==> config.mk <==
export PLATFORM = sky130hd
export DESIGN_NAME = ipru_out
export DESIGN_NICKNAME = d
export VERILOG_FILES = /design/src/rtl/ipru_pkg.sv /design/src/rtl/ipru_out.sv
export SDC_FILE = /design/constraint.sdc
export NUM_CORES = 1
export LEC_CHECK = 0
export BUFFER_PORTS_ARGS = -buffer_cell sky130_fd_sc_hd__clkbuf_2
export CAP_MARGIN = 25
export CORE_MARGIN = 2
export CORE_UTILIZATION = 47
export DETAILED_ROUTE_END_ITERATION = 10
export PLACE_DENSITY = 0.82
export RECOVER_POWER = 25
export SLEW_MARGIN = 20
export SYNTH_ARGS = -nofsm -noshare
export SYNTH_HDL_FRONTEND = slang
export SYNTH_SLANG_ARGS = --single-unit
==> constraint.sdc <==
create_clock -name i_clk -period 6.2 [get_ports i_clk]
set_input_delay 0.62 -clock i_clk [delete_from_list [all_inputs] [get_ports i_clk]]
set_output_delay 0.62 -clock i_clk [all_outputs]
set_load 0.01 [all_outputs]
==> src/rtl/ipru_pkg.sv <==
// Shared types, constants and helper functions of the pixel replication upscaler.
package ipru_pkg;

    localparam int MAX_WIDTH = 1024;
    localparam int ADDR_W    = $clog2(MAX_WIDTH);
    localparam int CNT_W     = ADDR_W + 1;
    localparam int SCALE_W   = 7;
    localparam int WIDTH_W   = 11;
    localparam int PIXEL_W   = 24;
    localparam int CFG_IDX_W = 1;
    localparam int CFG_DAT_W = 11;
    localparam int OUSER_W   = 3;

    localparam logic [SCALE_W-1:0] SCALE_MIN   = SCALE_W'(1);
    localparam logic [SCALE_W-1:0] SCALE_MAX   = SCALE_W'(100);
    localparam logic [WIDTH_W-1:0] WIDTH_MIN   = WIDTH_W'(1);
    localparam logic [WIDTH_W-1:0] WIDTH_LIMIT = WIDTH_W'(MAX_WIDTH);

    // Configuration register indexes.
    localparam logic [CFG_IDX_W-1:0] REG_SCALE = 1'b0;
    localparam logic [CFG_IDX_W-1:0] REG_WIDTH = 1'b1;

    // Command codes carried in the input tuser.
    localparam logic CMD_LOAD = 1'b0;
    localparam logic CMD_PULL = 1'b1;

    // Bit positions in the output tuser.
    localparam int OUSER_PIXEL_VALID = 0;
    localparam int OUSER_END_BLOCK   = 1;
    localparam int OUSER_REJECTED    = 2;

    // Per-item flags travelling alongside the line store read.
    typedef struct packed {
        logic pixel_valid;
        logic end_of_line;
        logic end_of_block;
        logic load_rejected;
    } t_meta;

    function automatic logic [SCALE_W-1:0] eff_scale(input logic [SCALE_W-1:0] s);
        logic [SCALE_W-1:0] r;
        r = s;
        if (s < SCALE_MIN) r = SCALE_MIN;
        else if (s > SCALE_MAX) r = SCALE_MAX;
        return r;
    endfunction

    function automatic logic [WIDTH_W-1:0] eff_width(input logic [WIDTH_W-1:0] w);
        logic [WIDTH_W-1:0] r;
        r = w;
        if (w < WIDTH_MIN) r = WIDTH_MIN;
        else if (w > WIDTH_LIMIT) r = WIDTH_LIMIT;
        return r;
    endfunction

endpackage

==> src/rtl/ipru_out.sv <==
// Read-data stage and output register of the upscaler stream.
module ipru_out (
    input  logic                         i_clk,
    input  logic                         i_rst_n,
    input  logic                         i_item_en,
    input  ipru_pkg::t_meta              i_meta,
    input  logic [ipru_pkg::PIXEL_W-1:0] i_rd_data,
    output logic                         o_ready,
    output logic                         o_m_tvalid,
    input  logic                         i_m_tready,
    output logic [ipru_pkg::PIXEL_W-1:0] o_m_tdata,
    output logic                         o_m_tlast,
    output logic [ipru_pkg::OUSER_W-1:0] o_m_tuser
);
    import ipru_pkg::*;

    logic               r_s1_valid;
    t_meta              r_s1_meta;
    logic               r_o_valid;
    logic [PIXEL_W-1:0] r_o_data;
    logic               r_o_last;
    logic [OUSER_W-1:0] r_o_user;
    logic               move;

    assign move    = r_s1_valid && (!r_o_valid || i_m_tready);
    assign o_ready = !r_s1_valid || move;

    always_ff @(posedge i_clk) begin
        if (!i_rst_n) begin
            r_s1_valid <= 1'b0;
            r_o_valid  <= 1'b0;
        end else begin
            if (o_ready) begin
                r_s1_valid <= i_item_en;
            end
            if (move) begin
                r_o_valid <= 1'b1;
            end else if (i_m_tready) begin
                r_o_valid <= 1'b0;
            end
        end
    end

    always_ff @(posedge i_clk) begin
        if (o_ready && i_item_en) begin
            r_s1_meta <= i_meta;
        end
        if (move) begin
            // No pixel was read for loads and idle pulls: the data field is zero.
            r_o_data                    <= r_s1_meta.pixel_valid ? i_rd_data : '0;
            r_o_last                    <= r_s1_meta.end_of_line;
            r_o_user[OUSER_PIXEL_VALID] <= r_s1_meta.pixel_valid;
            r_o_user[OUSER_END_BLOCK]   <= r_s1_meta.end_of_block;
            r_o_user[OUSER_REJECTED]    <= r_s1_meta.load_rejected;
        end
    end

    assign o_m_tvalid = r_o_valid;
    assign o_m_tdata  = r_o_data;
    assign o_m_tlast  = r_o_last;
    assign o_m_tuser  = r_o_user;

endmodule

; After elaboration in Yosys (flattened, before gate mapping)
; Cells that the tools add are included.
[classes]
n_mux = 2
n_reduce_logical = 7
[op_table]
columns = op, count
row1 = logical AND 1 bit, 2
row2 = zero test 1 bit, 2
row3 = logical OR 1 bit, 2
row4 = 2-to-1 mux 1 bit, 2
row5 = nonzero test 2 bit, 1
[word_totals]
regBits = 34
out_inout_bits = 30
wordCells = 18
inputBits = 32

; Depth between registers and ports, before layout
; Gate-level depths: netlist (run 1).
[depth]
ltp_word = 5
ltp_mapped = 2
mapped_depth_nobuf = 2

; Least setup slack after synthesis (run 1)
; OpenSTA, ideal clock, no wires.
[synth_timing]
kind = input port to flip-flop
startpoint = input i_m_tready
endpoint = register r_o_data[0], in the netlist o_m_tdata[0] (enable)
slack_ps = 3866
cell_stages = 2
required_time_ps = 5784
t_arrival_ps = 1918
cell_sequence = nor2b_4 nor2b_1
[synth_between]
elab_chain_len = 2
[synth_lines]
columns = element, line_no
row1 = start: declaration, ipru_out.sv:10  ; input logic i_m_tready,
row2 = logical OR 1 bit, ipru_out.sv:25  ; assign move = r_s1_valid && (!r_o_valid || i_m_tready);
row3 = logical AND 1 bit, ipru_out.sv:25
row4 = named net move, ipru_out.sv:23  ; logic move;
row5 = end signal: assignment, ipru_out.sv:50  ; r_o_data <= r_s1_meta.pixel_valid ? i_rd_data : '0;
row6 = end: declaration, ipru_out.sv:20  ; logic [PIXEL_W-1:0] r_o_data;
; The timed path passes the listed nets, and every way through them passes these cells.
; A chain may end at the register's enable or synchronous reset.

; Final worst setup path (run 1)
[layout_timing]
startpoint = input i_m_tready
endpoint = output o_ready
[layout_between]
elab_chain_len = 3
[layout_lines]
columns = element, line_no
row1 = logical OR 1 bit, ipru_out.sv:25
row2 = logical AND 1 bit, ipru_out.sv:25
row3 = logical OR 1 bit, ipru_out.sv:26  ; assign o_ready = !r_s1_valid || move;
row4 = end: declaration, ipru_out.sv:8  ; output logic o_ready,
; Every way passes these cells.

==> summary.md, run 1 <==
| Metric | Value |
|---|---|
| Tightest Pin Transition | `0.5413 ns` |
| Tot GR Track Use | `14.32%` |
| Family with the most delay on the worst path | `buffers and inverters` |
| Synth Net Count | `99` |
| Yosys cell types | `11` |
| Cell Pwr Density | `260.3 nW/um^2` |
| Critical path class | `in2out` |
| Final Power | `421.4 uW` |
| Achievable clock frequency | `0.6180 GHz` |
| DR iter-0 viols | `14` |
| Crit-path max cell delay | `0.15 ns` |
| Max IR drop VDD | `0.0002034 V` |
| CTS Buffer Depth | `2` |
| Overflow after GRT | `0` |
| Part of the power in combinational logic | `8.3%` |
| Largest net degree at the start of global routing | `29` |
| Worst-path maximum fanout | `2` |
| IO Port Bufs | `61` |
| FF-to-FF setup slack | `4.89 ns` |
| Crit path capture type | `output pin` |
| Die Y | `55.31 um` |
| Arr. time, crit path | `1.00 ns` |
| Clock Latency Late Sink | `0.30 ns` |
| Req. time, crit path | `5.58 ns` |
| Hold_sp | `r_s1_meta[0]$_DFFE_PP_` |
| Clock Tree Root | `clkbuf_4` |
| Drt first pass iters | `4` |
| CTS H-Tree Depth | `2` |
| Number of setup buffers added after CTS | `0` |
| Placer Congestion | `0.7214` |
| RSZ-0062 raised after global routing | `no` |
| Worst r2r dst | `o_m_tdata[9]$_SDFFCE_PN0P_` |
| Critical path's most frequent cell | `clkbuf_2` |
| Cts hold-fix bufs | `0` |
| Hold Path Sink | `o_m_tuser[2]$_DFFE_PP_` |
| Clock Skew | `0.007875 ns` |
| # nets final | `166` |
| Via density | `4.521` |
| First-pass GRT wire length | `3.167 mm` |
| Hold path depth | `0` |
| Post-synthesis cell count | `67` |
| Final TNS setup | `0 ns` |
| Vias in the first global route | `681` |
| Sw Share | `19.74%` |
| CTS Buf Count | `5` |
| Initial Utilization | `49.95%` |
| Routed len/inst | `12.53 um` |
| ANT cells | `0` |
| Drt drc | `0` |
| Synth area leaders | `edfxtp_1 78%, and2_1 12%, dfxtp_1 3.2%` |
| Nature of the critical path startpoint | `input port` |
| Slew Viols, Final | `0` |
| Core Area | `2477 sq um` |
| Share of layout cells above drive strength 1 | `51.85%` |
| Die ar. | `3059 sq um` |
| Synth warn | `0` |
| Seq pwr share | `63.9%` |
| Die Wd | `55.31 um` |
| Leading area contributor after synthesis | `edfxtp_1` |
| Final hold violation count | `0` |
| Launching point of the worst reg2reg path | `o_m_tvalid$_SDFFE_PN0P_` |
| Number of synthesized register bits | `34` |
| Clock power frac | `27.7%` |
| Final setup vio count | `0` |
| Synth top area share | `77.65%` |
| Vias post-DR | `746` |
| TritonCTS Sinks | `34` |
| Sw Pwr | `83.19 uW` |
| Total wire length | `2.068 mm` |
| R2R cell count | `3` |
| Fin crit share | `26.10%` |
| Total of max-cap violations | `0` |
| Mapped Avg Cell Area | `18.47 sq um` |
| Sequential share of the synthesized area | `80.89%` |
| Crit path buf inv count | `2` |
| Slowest cell on crit path | `nand3b_4` |
| Row count | `18` |
| CTS tree | `done` |
| Post_cts resized | `0` |
| Static leakage | `0.0007187 uW` |
| Pint | `338.2 uW` |
| Clock Pin Slew Worst Setup and Hold Paths | `0.09 ns` |
| Final min period | `1.618 ns` |
| Slew Limit Headroom | `63.92%` |
| Initial antenna violation count | `0` |
| Worst-path cell chain | `clkbuf_2 > nand3b_4 > clkbuf_2` |
| Post-Syn Area | `1237 sq um` |
| Status | `completed` |
| Hold crit path type | `reg2reg` |
| Layout area overhead | `30.84%` |
| Antenna-violating nets left | `0` |
| I/O pins | `62` |
synth_stat cells (all sizes together):
cell and instances:
edfxtp 32, and2 24, buf 2, dfxtp 2, nor2b 2, a21boi 1, a21oi 1, inv 1
nand3b 1, o21a 1
worst register-to-register path: cells and delay by family, from the launching register on:
kind / cells / cell delay [ns]
buf+inv: 1 / 0.24
flops: 1 / 0.42
simple gates: 2 / 0.38
stage by stage:
step	utilization, %	cell area, sq um	instances	hold WS [ns]	worst slack (ns)
detailed placement	63.28	1568	157	0.4084	4.560
finish	65.35	1619	165	0.4290	4.582
CTS	65.66	1627	165	0.4321	4.550
global placement	63.28	1568	157	0.4038	4.576
floorplan	-	1237	67	0.4003	3.866
global route	65.35	1619	165	0.4461	4.558
how the worst max path moves through the flow:
stage          startpoint  slack [ns]                          to  cells past startpoint
5_1_grt        i_m_tready        4.56                     o_ready                      3
4_1_cts        i_m_tready        4.55                     o_ready                      3
2_1_floorplan  i_m_tready        3.87  o_m_tdata[0]$_SDFFCE_PN0P_                      2
3_5_place_dp   i_m_tready        4.56                     o_ready                      3
6_report       i_m_tready        4.58                     o_ready                      3
3_3_place_gp   i_m_tready        4.58                     o_ready                      3
sequential cells by signal, summed over array words and instances, names as in the netlist:
register,count
o_m_tdata,24
o_m_tlast,1
o_m_tuser,3
o_m_tvalid,1
r_s1_meta,4
r_s1_valid,1
layer usage:
layer | GRT usage [%] | share of wire [%] | vias up
li1 | - | - | 371
met4 | 9.059 | 1.2 | 0
met3 | 6.557 | 9.1 | 2
met5 | 0 | 0 | -
met1 | 16.00 | 39 | 332
met2 | 22.11 | 51 | 41
area by class of cell:
class | count | area [sq um]
multi-input cells | 30 | 205.2
flip-flops and latches | 34 | 1001
inverters | 1 | 3.754
fillers | 192 | 858.3
repair buffers | 62 | 312.8
clock buffers | 8 | 58.81
well taps | 30 | 37.54
power groups by stage:
stage,sequential (uW),clock (uW),combinational [uW]
finish,269,117,35.1
global route,271,132,38.4
CTS,270,122,36.4
detailed placement,275,0,36.2
global placement,274,0,34.8
floorplan,279,0,12.4
cell families (layout without fill, tap and decap cells):
logic type,after synthesis,after routing,share of synthesized area [%]
AOI/OAI and AO/OA,3,3,1.618
buffers and inverters,3,71,2.123
DFF,34,34,80.89
and+or+nand+nor,27,27,15.37
cells in the final DEF (no fill, tap or decap):
master,instances
edfxtp_1,32
nor2b_1,1
a21boi_0,1
inv_1,1
nand3b_4,1
clkbuf_1,2
and2_0,2
dfxtp_1,2
clkbuf_8,1
buf_4,1
a21oi_1,1
nor2b_2,1
and2_1,22
o21a_1,1
clkbuf_2,61
clkbuf_4,5
No activity file was read; power rests on OpenSTA's default activity.
==> inputs of run 2 (changes only) <==
- CORE_UTILIZATION: 47 -> 44
- PLACE_DENSITY: 0.82 -> 0.77
- clock period: 6.2 -> 1.5 ns (I/O delays scaled with it)
==> summary.md, run 2 (synthesis gave the netlist of run 1 again) <==
| Metric | Value |
|---|---|
| Static leakage | `0.0007027 uW` |
| Via density | `4.459` |
| ANT cells | `0` |
| Nature of the critical path startpoint | `flip-flop` |
| Hold crit path type | `in2reg` |
| Number of setup buffers added after CTS | `0` |
| Commonest non-fill, non-tap cells in the layout | `46 x clkbuf_2, 32 x edfxtp_1, 24 x and2_1` |
| DR iter-0 viols | `20` |
| Clock Skew | `0.003389 ns` |
| Tightest Pin Transition | `0.5117 ns` |
| Max IR drop VDD | `0.0008445 V` |
| Clock Tree Root | `clkbuf_4` |
| Hold path depth | `2` |
| I/O pins | `62` |
| Crit path capture type | `flip-flop` |
| Overflow after GRT | `0` |
| Fin crit share | `81.82%` |
| Req. time, crit path | `1.58 ns` |
| Launching point of the worst reg2reg path | `o_m_tvalid$_SDFFE_PN0P_` |
| Layout area overhead | `36.00%` |
| Setup WS pre-CTS | `0.3376 ns` |
| CTS H-Tree Depth | `2` |
| Vias in the first global route | `797` |
| Count of non-filler cells in the finished layout | `170` |
| Initial antenna violation count | `0` |
| R2R cell count | `3` |
| Commonest non-fill, non-tap cell in the layout | `clkbuf_2` |
| Placer Congestion | `0.6090` |
| Hold_sp | `i_rst_n` |
| Die ar. | `3252 sq um` |
| Die Y | `57.03 um` |
| Final min period | `1.227 ns` |
| Status | `completed` |
| TritonCTS Sinks | `34` |
| Largest net degree at the start of global routing | `29` |
| Antenna-violating nets left | `0` |
| Share of layout cells above drive strength 1 | `41.01%` |
| Final hold violation count | `0` |
| First-pass GRT wire length | `3.270 mm` |
| Dpl cells | `158` |
| # nets final | `170` |
| CTS Buf Count | `5` |
| Setup crit start | `o_m_tvalid$_SDFFE_PN0P_` |
| Drt first pass iters | `4` |
| CTS tree | `done` |
| Max reg flops | `24` |
| Die Wd | `57.03 um` |
| Final TNS setup | `0 ns` |
| Critical path class | `reg2reg` |
| Core Area | `2710 sq um` |
| Clock Latency Late Sink | `0.32 ns` |
| Total wire length | `2.036 mm` |
| RSZ-0062 raised after global routing | `no` |
| CTS Buffer Depth | `2` |
| Total of max-cap violations | `0` |
| Tot GR Track Use | `13.28%` |
| Worst setup margin | `0.2727 ns` |
| Worst-path maximum fanout | `28` |
| Drt drc | `0` |
| Cell Pwr Density | `1137 nW/um^2` |
| Routed len/inst | `11.98 um` |
| Slew Limit Headroom | `65.89%` |
| Arr. time, crit path | `1.31 ns` |
| HPWL Detailed | `1.533 mm` |
| Final setup vio count | `0` |
| Initial Utilization | `45.66%` |
| Vias post-DR | `758` |
| Row count | `19` |
| Slew Viols, Final | `0` |
| IO Port Bufs | `61` |
| Achievable clock frequency | `0.8148 GHz` |
| Clock Pin Slew Worst Setup and Hold Paths | `0.10 ns` |
## run 2: per-layer routing
layer	up-vias	share of wire [%]	track usage, %
li1	378	-	-
met1	354	34	12.92
met2	26	60	25.94
met3	0	5.8	2.948
met4	0	0	6.312
met5	-	0	0
## run 2: where the power goes
group / internal, uW / switching [uW]
Combinational: 81.9 / 72.1
Clock: 350 / 296
Sequential: 1090 / 20.8
Total: 1520 / 389
## run 2: final timing paths
path,endpoint,slack (ns)
min reg2reg,o_m_tuser[1]$_DFFE_PP_,0.44
min,o_m_tvalid$_SDFFE_PN0P_,0.05
max reg2reg,o_m_tdata[0]$_SDFFCE_PN0P_,0.27
max,o_m_tdata[0]$_SDFFCE_PN0P_,0.27
## run 2: worst max-delay path, cell delays in order (launching register included)
cell     delay [ns]
dfxtp_1        0.41
nor2b_1        0.33
nor2b_4        0.08
buf_12         0.18
## run 2: what timing repair did
| action | 4_1_cts | 5_1_grt |
|---|---|---|
| hold buffers | 4 | 0 |
| gates resized for setup | 0 | 0 |
| setup endpoints to repair | 0 | 0 |
| endpoints found under the hold margin | 4 | 0 |
## run 2: cell type report
type / count / area (sq um)
Fill cell: 231 / 1027
Clock buffer: 5 / 37.54
Inverter: 1 / 3.754
Timing Repair Buffer: 66 / 346.6
Tap cell: 31 / 38.79
Multi-Input combinational cell: 30 / 210.2
Sequential cell: 34 / 1001
Clock inverter: 3 / 45.04
## run 2: through the flow
| step | hold WS (ns) | area (sq um) | utilization [%] | power, uW |
|---|---|---|---|---|
| floorplan | 0.2489 | 1245 | - | 1204 |
| CTS | 0.03331 | 1709 | 63.07 | 1943 |
| finish | 0.04529 | 1683 | 62.10 | 1913 |
| global route | 0.02879 | 1683 | 62.10 | 1997 |
| detailed placement | 0.3286 | 1587 | 58.54 | 1291 |
| global placement | 0.3278 | 1587 | 58.54 | 1283 |
