`config.mk`:
```
export PLATFORM = sky130hd
export DESIGN_NAME = ipru_ctrl
export DESIGN_NICKNAME = d
export VERILOG_FILES = /design/src/rtl/ipru_pkg.sv /design/src/rtl/ipru_ctrl.sv
export SDC_FILE = /design/constraint.sdc
export NUM_CORES = 1
export LEC_CHECK = 0
export BUFFER_PORTS_ARGS = -buffer_cell sky130_fd_sc_hd__buf_2
export CORE_ASPECT_RATIO = 1.25
export CORE_UTILIZATION = 35
export DETAILED_ROUTE_END_ITERATION = 6
export PLACE_DENSITY = 0.62
export SLEW_MARGIN = 20
export SYNTH_ARGS = -nofsm -noshare
export SYNTH_HDL_FRONTEND = slang
export SYNTH_SLANG_ARGS = --single-unit
```
`constraint.sdc`:
```
create_clock -name i_clk -period 9.2 [get_ports i_clk]
set_input_delay 1.84 -clock i_clk [delete_from_list [all_inputs] [get_ports i_clk]]
set_output_delay 1.84 -clock i_clk [all_outputs]
set_load 0.01 [all_outputs]
```
`src/rtl/ipru_pkg.sv`:
```
// Shared types, constants and helper functions of the pixel replication upscaler.
package ipru_pkg;

    localparam int MAX_WIDTH = 1024;
    localparam int ADDR_W    = $clog2(MAX_WIDTH);
    localparam int CNT_W     = ADDR_W + 1;
    localparam int SCALE_W   = 7;
    localparam int WIDTH_W   = 11;
    localparam int PIXEL_W   = 24;
    localparam int CFG_IDX_W = 1;
    localparam int CFG_DAT_W = 11;
    localparam int OUSER_W   = 3;

    localparam logic [SCALE_W-1:0] SCALE_MIN   = SCALE_W'(1);
    localparam logic [SCALE_W-1:0] SCALE_MAX   = SCALE_W'(100);
    localparam logic [WIDTH_W-1:0] WIDTH_MIN   = WIDTH_W'(1);
    localparam logic [WIDTH_W-1:0] WIDTH_LIMIT = WIDTH_W'(MAX_WIDTH);

    // Configuration register indexes.
    localparam logic [CFG_IDX_W-1:0] REG_SCALE = 1'b0;
    localparam logic [CFG_IDX_W-1:0] REG_WIDTH = 1'b1;

    // Command codes carried in the input tuser.
    localparam logic CMD_LOAD = 1'b0;
    localparam logic CMD_PULL = 1'b1;

    // Bit positions in the output tuser.
    localparam int OUSER_PIXEL_VALID = 0;
    localparam int OUSER_END_BLOCK   = 1;
    localparam int OUSER_REJECTED    = 2;

    // Per-item flags travelling alongside the line store read.
    typedef struct packed {
        logic pixel_valid;
        logic end_of_line;
        logic end_of_block;
        logic load_rejected;
    } t_meta;

    function automatic logic [SCALE_W-1:0] eff_scale(input logic [SCALE_W-1:0] s);
        logic [SCALE_W-1:0] r;
        r = s;
        if (s < SCALE_MIN) r = SCALE_MIN;
        else if (s > SCALE_MAX) r = SCALE_MAX;
        return r;
    endfunction

    function automatic logic [WIDTH_W-1:0] eff_width(input logic [WIDTH_W-1:0] w);
        logic [WIDTH_W-1:0] r;
        r = w;
        if (w < WIDTH_MIN) r = WIDTH_MIN;
        else if (w > WIDTH_LIMIT) r = WIDTH_LIMIT;
        return r;
    endfunction

endpackage

```
`src/rtl/ipru_ctrl.sv`:
```
// Configuration registers, load and replay counters, and line store access control.
module ipru_ctrl (
    input  logic                           i_clk,
    input  logic                           i_rst_n,
    input  logic                           i_cfg_we,
    input  logic [ipru_pkg::CFG_IDX_W-1:0] i_cfg_index,
    input  logic [ipru_pkg::CFG_DAT_W-1:0] i_cfg_data,
    input  logic                           i_item_en,
    input  logic                           i_command,
    input  logic [ipru_pkg::PIXEL_W-1:0]   i_pixel,
    output logic                           o_wr_en,
    output logic [ipru_pkg::ADDR_W-1:0]    o_wr_addr,
    output logic [ipru_pkg::PIXEL_W-1:0]   o_wr_data,
    output logic                           o_rd_en,
    output logic [ipru_pkg::ADDR_W-1:0]    o_rd_addr,
    output ipru_pkg::t_meta                o_meta
);
    import ipru_pkg::*;

    logic [SCALE_W-1:0] r_scale;
    logic [WIDTH_W-1:0] r_width;
    logic [CNT_W-1:0]   r_loaded, n_loaded;
    logic               r_replay, n_replay;
    logic [ADDR_W-1:0]  r_src, n_src;
    logic [SCALE_W-1:0] r_hrep, n_hrep;
    logic [SCALE_W-1:0] r_vrep, n_vrep;

    logic [SCALE_W-1:0] scale;
    logic [WIDTH_W-1:0] width;
    logic [CNT_W-1:0]   loaded_inc;
    logic               last_h;
    logic               eol;
    logic               eob;

    always_ff @(posedge i_clk) begin
        if (!i_rst_n) begin
            r_scale <= SCALE_W'(1);
            r_width <= WIDTH_W'(1);
        end else if (i_cfg_we) begin
            case (i_cfg_index)
                REG_SCALE: r_scale <= i_cfg_data[SCALE_W-1:0];
                REG_WIDTH: r_width <= i_cfg_data[WIDTH_W-1:0];
                default:   ;
            endcase
        end
    end

    assign scale      = eff_scale(r_scale);
    assign width      = eff_width(r_width);
    assign loaded_inc = r_loaded + CNT_W'(1);
    assign last_h     = ({1'b0, r_hrep} + (SCALE_W+1)'(1)) >= {1'b0, scale};
    assign eol        = last_h && (({1'b0, r_src} + CNT_W'(1)) >= CNT_W'(width));
    assign eob        = eol && (({1'b0, r_vrep} + (SCALE_W+1)'(1)) >= {1'b0, scale});

    always_comb begin
        n_loaded = r_loaded;
        n_replay = r_replay;
        n_src    = r_src;
        n_hrep   = r_hrep;
        n_vrep   = r_vrep;
        o_wr_en  = 1'b0;
        o_rd_en  = 1'b0;
        o_meta   = '0;
        if (i_item_en) begin
            if (i_command == CMD_LOAD) begin
                if (r_replay) begin
                    o_meta.load_rejected = 1'b1;
                end else begin
                    // Entries past the end of the store are counted but not kept.
                    o_wr_en  = !r_loaded[CNT_W-1];
                    n_loaded = loaded_inc;
                    if (loaded_inc >= CNT_W'(width)) begin
                        n_replay = 1'b1;
                        n_src    = '0;
                        n_hrep   = '0;
                        n_vrep   = '0;
                    end
                end
            end else if (r_replay) begin
                o_rd_en             = 1'b1;
                o_meta.pixel_valid  = 1'b1;
                o_meta.end_of_line  = eol;
                o_meta.end_of_block = eob;
                if (!last_h) begin
                    n_hrep = r_hrep + SCALE_W'(1);
                end else begin
                    n_hrep = '0;
                    if (!eol) begin
                        n_src = r_src + ADDR_W'(1);
                    end else begin
                        n_src = '0;
                        if (!eob) begin
                            n_vrep = r_vrep + SCALE_W'(1);
                        end else begin
                            n_vrep   = '0;
                            n_replay = 1'b0;
                            n_loaded = '0;
                        end
                    end
                end
            end
        end
    end

    always_ff @(posedge i_clk) begin
        if (!i_rst_n) begin
            r_loaded <= '0;
            r_replay <= 1'b0;
            r_src    <= '0;
            r_hrep   <= '0;
            r_vrep   <= '0;
        end else begin
            r_loaded <= n_loaded;
            r_replay <= n_replay;
            r_src    <= n_src;
            r_hrep   <= n_hrep;
            r_vrep   <= n_vrep;
        end
    end

    assign o_wr_addr = r_loaded[ADDR_W-1:0];
    assign o_wr_data = i_pixel;
    assign o_rd_addr = r_src;

endmodule

```
Word level (Yosys, flattened, before mapping)

Cells that the tools add are included.

Add/sub/neg operators: 7
Bitwise operators: 1
Multiplexer cells: 43
Equality and inequality tests: 5
Reduce and logical (&&, ||, !) cells: 10
Magnitude comparators: 8

Operator list:

| kind                  | count |
|---|---|
| $mux 11               | 8 |
| $mux 7                | 12 |
| $mux 10               | 6 |
| $ge 11x11->1          | 2 |
| $add 7x1->8 const B   | 2 |
| $ge 8x7->1            | 2 |
| $add 7x1->7 const B   | 2 |
| $mux 1                | 14 |
| $reduce_and 6->1      | 2 |
| $add 10x1->11 const B | 1 |
| $add 11x1->11 const B | 1 |
| $gt 11x11->1 const B  | 1 |
| $lt 11x1->1 const B   | 1 |
| $add 10x1->10 const B | 1 |
| $ne 2x1->1 const B    | 4 |
| $gt 7x7->1 const B    | 1 |
| $lt 7x1->1 const B    | 1 |
| $mux 3                | 2 |
| $reduce_and 5->1      | 1 |
| $mux 4                | 1 |
| $reduce_and 2->1      | 2 |
| $reduce_and 4->1      | 1 |
| $logic_and 1x1->1     | 2 |
| $ne 2x2->1 const B    | 1 |
| other kinds (3)       | 3 |

Input bits: 41
Word-level logic and storage cells: 81
Register bits: 54

Depth between registers and ports, before layout

Gate-level depths: netlist of run 1.

Word-level depth: 11
Depth in mapped cells: 14
Gate-level depth less buffers: 13

Least setup slack after synthesis of run 1

Ideal clock, no wire load.

Kind: register to output
Start: register r_src[0] (netlist: o_rd_addr[0])
End: output o_meta[1] in the netlist's numbering
Stages on the path, launching flop included: 13
Required time: 7,360 ps
Buffers on the path: 0
Arrival time: 2,897 ps
Slack: 4,463 ps
Path through: dfxtp_1 > ha_1 > and3_1 > and3_1 > and3_1 > and3_1 > ha_1 > and4_1 > o21ai_0 > nor3_1 > o32a_4 > and4_2 > and2_1

RTL lines:

| item                     | RTL line         | source |
|---|---|---|
| start: declaration       | ipru_ctrl.sv:24  | `logic [ADDR_W-1:0] r_src, n_src;` |
| start signal: assignment | ipru_ctrl.sv:115 | `r_src <= n_src;` |
| end: declaration         | ipru_ctrl.sv:16  | `output ipru_pkg::t_meta o_meta` |

==> flow_summary.ini, run 1 <==
[status]
status = finished with violations
violations = DRC

[worst_setup_path]
cpPeakStageDelay_ns = 0.45
critPathKind = reg -> out
worstSetupStartpointType = register
crit_family = simple AND/OR/NAND/NOR gates
worstPathCellList = ha_1 > and3_1 > and3_1 > and3_1 > and3_1 > ha_1 > and4_1 > o21ai_0 > nor3_1 > o32a_4 > and4_2 > and2_1 > buf_2
critPathMostFrequentCell = and3_1
cp_slowest_cell = o32a_4
crit_start = o_rd_addr[0]
path_buf_inv = 1
endpoint_kind = output pin
crit_required_ns = 7.36
rr_startpoint = r_loaded[0]
path_max_fanout = 9
arrival_ns = 3.44

[final_layout]
seq_area_mm2 = 0.00108
multi_input_area_mm2 = 0.00262
final_cells = 615
n_antenna_cell = 0
finalNetCount = 563
layout-drive-gt1-share_pct = 15.4
syn_to_final_growth_pct = 5.53
final_common_cell = nand2_1
layout_common_cells = nand2_1 (66), dfxtp_1 (54), ha_1 (43)
fin_util_pct = 38.2
final_area_mm2 = 0.00428
fillers = 1179

[place]
io_buffer_count = 42
post-place-ws_ns = 4.25
dp.cells = 607
globalplace.congestion = 0.809
dpl_cell_area_mm2 = 0.00412
detailed_place_hpwl_mm = 7.18

[synthesis]
syn_area_mm2 = 0.00405
netlist_instances = 476
yosysUniqueCellTypes = 59
synth_edf_count = 0
syn-num-nets = 560
ys_seq_area_share_pct = 26.7
yosys_warnings = 0
ys_ff_latch = 54
synth_area_per_cell_um2 = 8.51
async_flop_share_pct = 0
synth-main-ff-cell = dfxtp_1

[flow_run]
drv_cap = 0

[timing]
worst_hold_slack_ns = 0.492
max_freq_ghz = 0.189
finalCritPeriodShare_pct = 57.4
finalHoldViolations = 0
setup-tns-final_ns = 0
period_needed_ns = 5.28
final.setup_skew_ns = 0.00347
rsz0062_at_grt = false
fin_ws_ns = 3.92
finalSetupViolCount = 0
worst_slew_pin_slew_ns = 0.972
drv_slew = 0
relSlewSlack_pct = 35.2

[cts]
cts.clk_slew.worst_paths_ns = 0.08
postCtsSetupBuffers = 0
cts_root_buf = clkbuf_16
clk_latency_ns = 0.30
cts_tree = built
htree_levels = 2
cts.sinks = 54
cts_inserted_buffers = 5
clk_path_buf_depth = 2
post_cts_resize_count = 0
cts_hold_buffers = 0

[floorplanning]
fp.dieH_um = 122
initial_core_util_pct = 36.2
die_w_um = 98.2
row_count = 43
io_pins = 91
die-area_mm2 = 0.0120
coreArea_mm2 = 0.0112

[power]
p_leak_nw = 1.90
finalPower_uw = 546
irDropWorstVdd_v = 0.0000750
p_per_area_mw_per_mm2 = 128

[grt]
grt_pass1_vias = 3329
grt_remaining_overflow = 0
globalRouteTotalUtil_pct = 15.8
grt_start_max_net_pins = 60
antenna_found_initial = 0
grt_pass1_wl_mm = 15.3

[drt]
totalWireLength_mm = 9.14
antenna_left = 0
avgViaCountPerCell = 5.48
wl_per_cell_um = 14.9
drtIter0Drc = 175
dr.pass1.iters = 7
drcViolationCount = 6
vias = 3372

[hold_path]
holdCritPathClass = reg -> reg
hold_path.startpoint = r_width[6]
-- cells in the mapped netlist (all sizes together), types with 13 or more instances --
cell type / count / area share (%)
nor2: 19 / 2.0
a21boi: 17 / 3.2
nand2: 66 / 6.1
mux2i: 16 / 4.0
ha: 43 / 13
nand3: 21 / 2.6
xor2: 13 / 2.8
and3: 17 / 2.9
nor2b: 15 / 2.3
a21oi: 17 / 2.5
dfxtp: 54 / 27
buf: 36 / 6.7
o21ai: 30 / 3.7
-- final timing paths --
path | to | slack, ns | cells after the start
worst min register to register | r_width[6] | 0.49 | 2
worst min-delay path | r_width[6] | 0.49 | 2
worst max-delay path | o_meta[1] | 3.92 | 13
worst max register to register | o_rd_addr[5] | 5.64 | 13
-- cell type report --
class                      count  share of cell area, %
inverter                      11                  0.966
clock inverter                 3                  0.673
sequential                    54                   25.3
timing repair buffer          42                   4.92
clock buffer                   5                   2.93
multi-input combinational    365                   61.3
tap                          135                   3.95
-- sequential cells by signal, summed over array words and instances, names as in the netlist --
name / cells
r_replay: 1
o_rd_addr: 10
r_loaded: 11
r_width: 11
r_vrep: 7
r_scale: 7
r_hrep: 7
-- cells by family (layout without fill, tap and decap cells) --
logic type	count (synthesis)	count (layout)	share of synthesized area, %
buf+inv	57	61	8.65
simple gates	179	179	23.4
mux	17	17	4.23
fa+ha+maj	43	43	13.3
xor+xnor	25	25	5.40
flops	54	54	26.7
compound gates	101	101	18.3
-- power by group --
part / internal, mW / total, mW / switching, mW
combinational: 0.0391 / 0.0978 / 0.0587
sequential: 0.239 / 0.247 / 0.00732
clock: 0.105 / 0.202 / 0.0973
-- metal layers --
metal  wire (µm)  vias up  share of wire (%)  GRT usage, %
met2        4910       63                 54          31.5
met5           0        -                  0             0
met3         365       17                4.0          3.19
met1        3650     1611                 40          16.1
li1            -     1681                  -             -
met4         223        0                2.4          6.16
-- worst register-to-register path: stages, from the launching register on --
cell,delay [ns]
dfxtp_1,0.49
ha_1,0.28
and3_1,0.20
and3_1,0.28
nand3_1,0.12
xnor2_1,0.17
ha_1,0.31
nand2_1,0.09
nor3_1,0.19
a221oi_1,0.13
and2_1,0.23
a211oi_4,0.49
o21ai_0,0.18
a32o_1,0.29
No activity file was read; power rests on OpenSTA's default activity.
==> run 2, diff against run 1 <==
- PLACE_DENSITY: 0.62 -> 0.64
- clock period: 9.2 -> 4.55 ns (I/O delays scaled with it)
==> run 2 against run 1 <==
The flow still finishes with violations (DRC); first-iteration DRC count grew 8.6%; critical path depth is the same; final cell count grew 0.16%; core utilization is essentially flat; combinational power grew 100%; sequential power grew 100%; hold slack lost 0.0033 ns; count of clock-buffer cells in the layout is the same; non-clock buffer count grew 1; largest cell class unchanged; highest routed layer unchanged.
==> flow_summary.ini, run 2 (synthesis gave the netlist of run 1 again) <==
[status]
status = finished with violations
violations = DRC

[cts]
post_cts_resize_count = 0
cts_tree = built
cts_hold_buffers = 0
cts_inserted_buffers = 5
postCtsSetupBuffers = 0
cts.clk_slew.worst_paths_ns = 0.08
clk_latency_ns = 0.30
cts_root_buf = clkbuf_16
htree_levels = 2
cts.sinks = 54
clk_path_buf_depth = 2

[floorplanning]
die_w_um = 98.2
initial_core_util_pct = 36.2
fp.dieH_um = 122
coreArea_mm2 = 0.0112
row_count = 43
die-area_mm2 = 0.0120
io_pins = 91

[timing]
worst_slew_pin_slew_ns = 0.673
worst_hold_slack_ns = 0.488
drv_slew = 0
max_freq_ghz = 0.227
finalHoldViolations = 0
rsz0062_at_grt = false
setup-tns-final_ns = 0
finalSetupViolCount = 0
relSlewSlack_pct = 55.2
final.setup_skew_ns = 0.00635
period_needed_ns = 4.40
finalCritPeriodShare_pct = 96.6

[flow_run]
drv_cap = 0

[final_layout]
fin_util_pct = 38.2
n_antenna_cell = 0
syn_to_final_growth_pct = 5.62
finalNetCount = 564
final_common_cell = nand2_1
layout_common_cells = nand2_1 (66), dfxtp_1 (54), ha_1 (43)
layout-drive-gt1-share_pct = 15.6
final_area_mm2 = 0.00428

[drt]
wl_per_cell_um = 14.9
vias = 3366
totalWireLength_mm = 9.19
drtIter0Drc = 190
wl_met1_mm = 3.75
wl_met2_mm = 4.85
antenna_left = 0
dr.pass1.iters = 6
met3_length_um = 369
top_layer_used = met4
avgViaCountPerCell = 5.46
drcViolationCount = 9

[worst_setup_path]
crit_required_ns = 3.64
critPathKind = reg -> out
worstSetupStartpointType = register
path_max_fanout = 9
endpoint_kind = output pin
arrival_ns = 3.49

[power]
combPwrFrac_pct = 18.3
p_sw_share_pct = 29.6
p_per_area_mw_per_mm2 = 256
finalPower_mw = 1.09
p_leak_nw = 1.90
power.switching_uw = 324
p_int_uw = 771
p_seq_share_pct = 45.6
irDropWorstVdd_v = 0.000146
p_clk_share_pct = 36.1

[hold_path]
holdCritPathClass = reg -> reg

[grt]
grt_remaining_overflow = 0
grt_pass1_wl_mm = 15.4
globalRouteTotalUtil_pct = 15.9
grt_pass1_vias = 3359
antenna_found_initial = 0
grt_start_max_net_pins = 36

[place]
globalplace.congestion = 0.814
detailed_place_hpwl_mm = 7.27
io_buffer_count = 42
dpl_cell_area_mm2 = 0.00413
==> run 2: changes by cell type in the layout (fill, tap and decap cells not counted), sizes merged <==
cell,previous run,this run
buf,42,43
clkinvlp,0,1
inv,12,11
==> run 2: worst paths after layout <==
path,startpoint,endpoint,slack (ns),depth (start not counted)
min,r_width[1],r_width[1],0.49,2
max,o_rd_addr[0],o_meta[1],0.15,13
min reg2reg,r_width[1],r_width[1],0.49,2
max reg2reg,r_loaded[0],o_rd_addr[2],0.90,13
==> run 2: through the flow <==
step	instances	setup WS, ns
2_1_floorplan	476	0.743
3_3_place_gp	608	0.601
3_5_place_dp	608	0.505
4_1_cts	616	0.165
5_1_grt	616	0.0251
6_report	616	0.154
==> run 2: power groups by stage <==
stage | combinational [mW] | clock [mW] | sequential (mW)
2_1_floorplan | 0.172 | 0 | 0.506
3_3_place_gp | 0.194 | 0 | 0.509
3_5_place_dp | 0.200 | 0 | 0.510
4_1_cts | 0.201 | 0.408 | 0.499
5_1_grt | 0.224 | 0.422 | 0.501
6_report | 0.200 | 0.395 | 0.499
==> run 2: worst max-delay path: stages, from the launching register on <==
cell and delay, ns:
dfxtp_1 0.43, ha_1 0.24, and3_1 0.23, and3_1 0.26, nand3_1 0.16, xnor2_1 0.17
ha_1 0.32, and4_1 0.21, o21ai_0 0.09, nor3_1 0.09, o32a_4 0.46, and4_2 0.26
and2_1 0.13, buf_2 0.13
==> run 2: routing by layer <==
metal  vias to the layer above  GRT usage, %
met2                        66          30.7
li1                       1690             -
met3                        19          3.19
met1                      1591          16.6
met4                         0          6.90
met5                         -             0
==> run 2: layout make-up <==
type	count	area [µm²]
Fill cell	1163	6910
Sequential cell	54	1080
Clock buffer	5	125
Inverter	11	41.3
Tap cell	135	169
Clock inverter	3	25.0
Timing Repair Buffer	43	218
Multi-Input combinational cell	365	2620
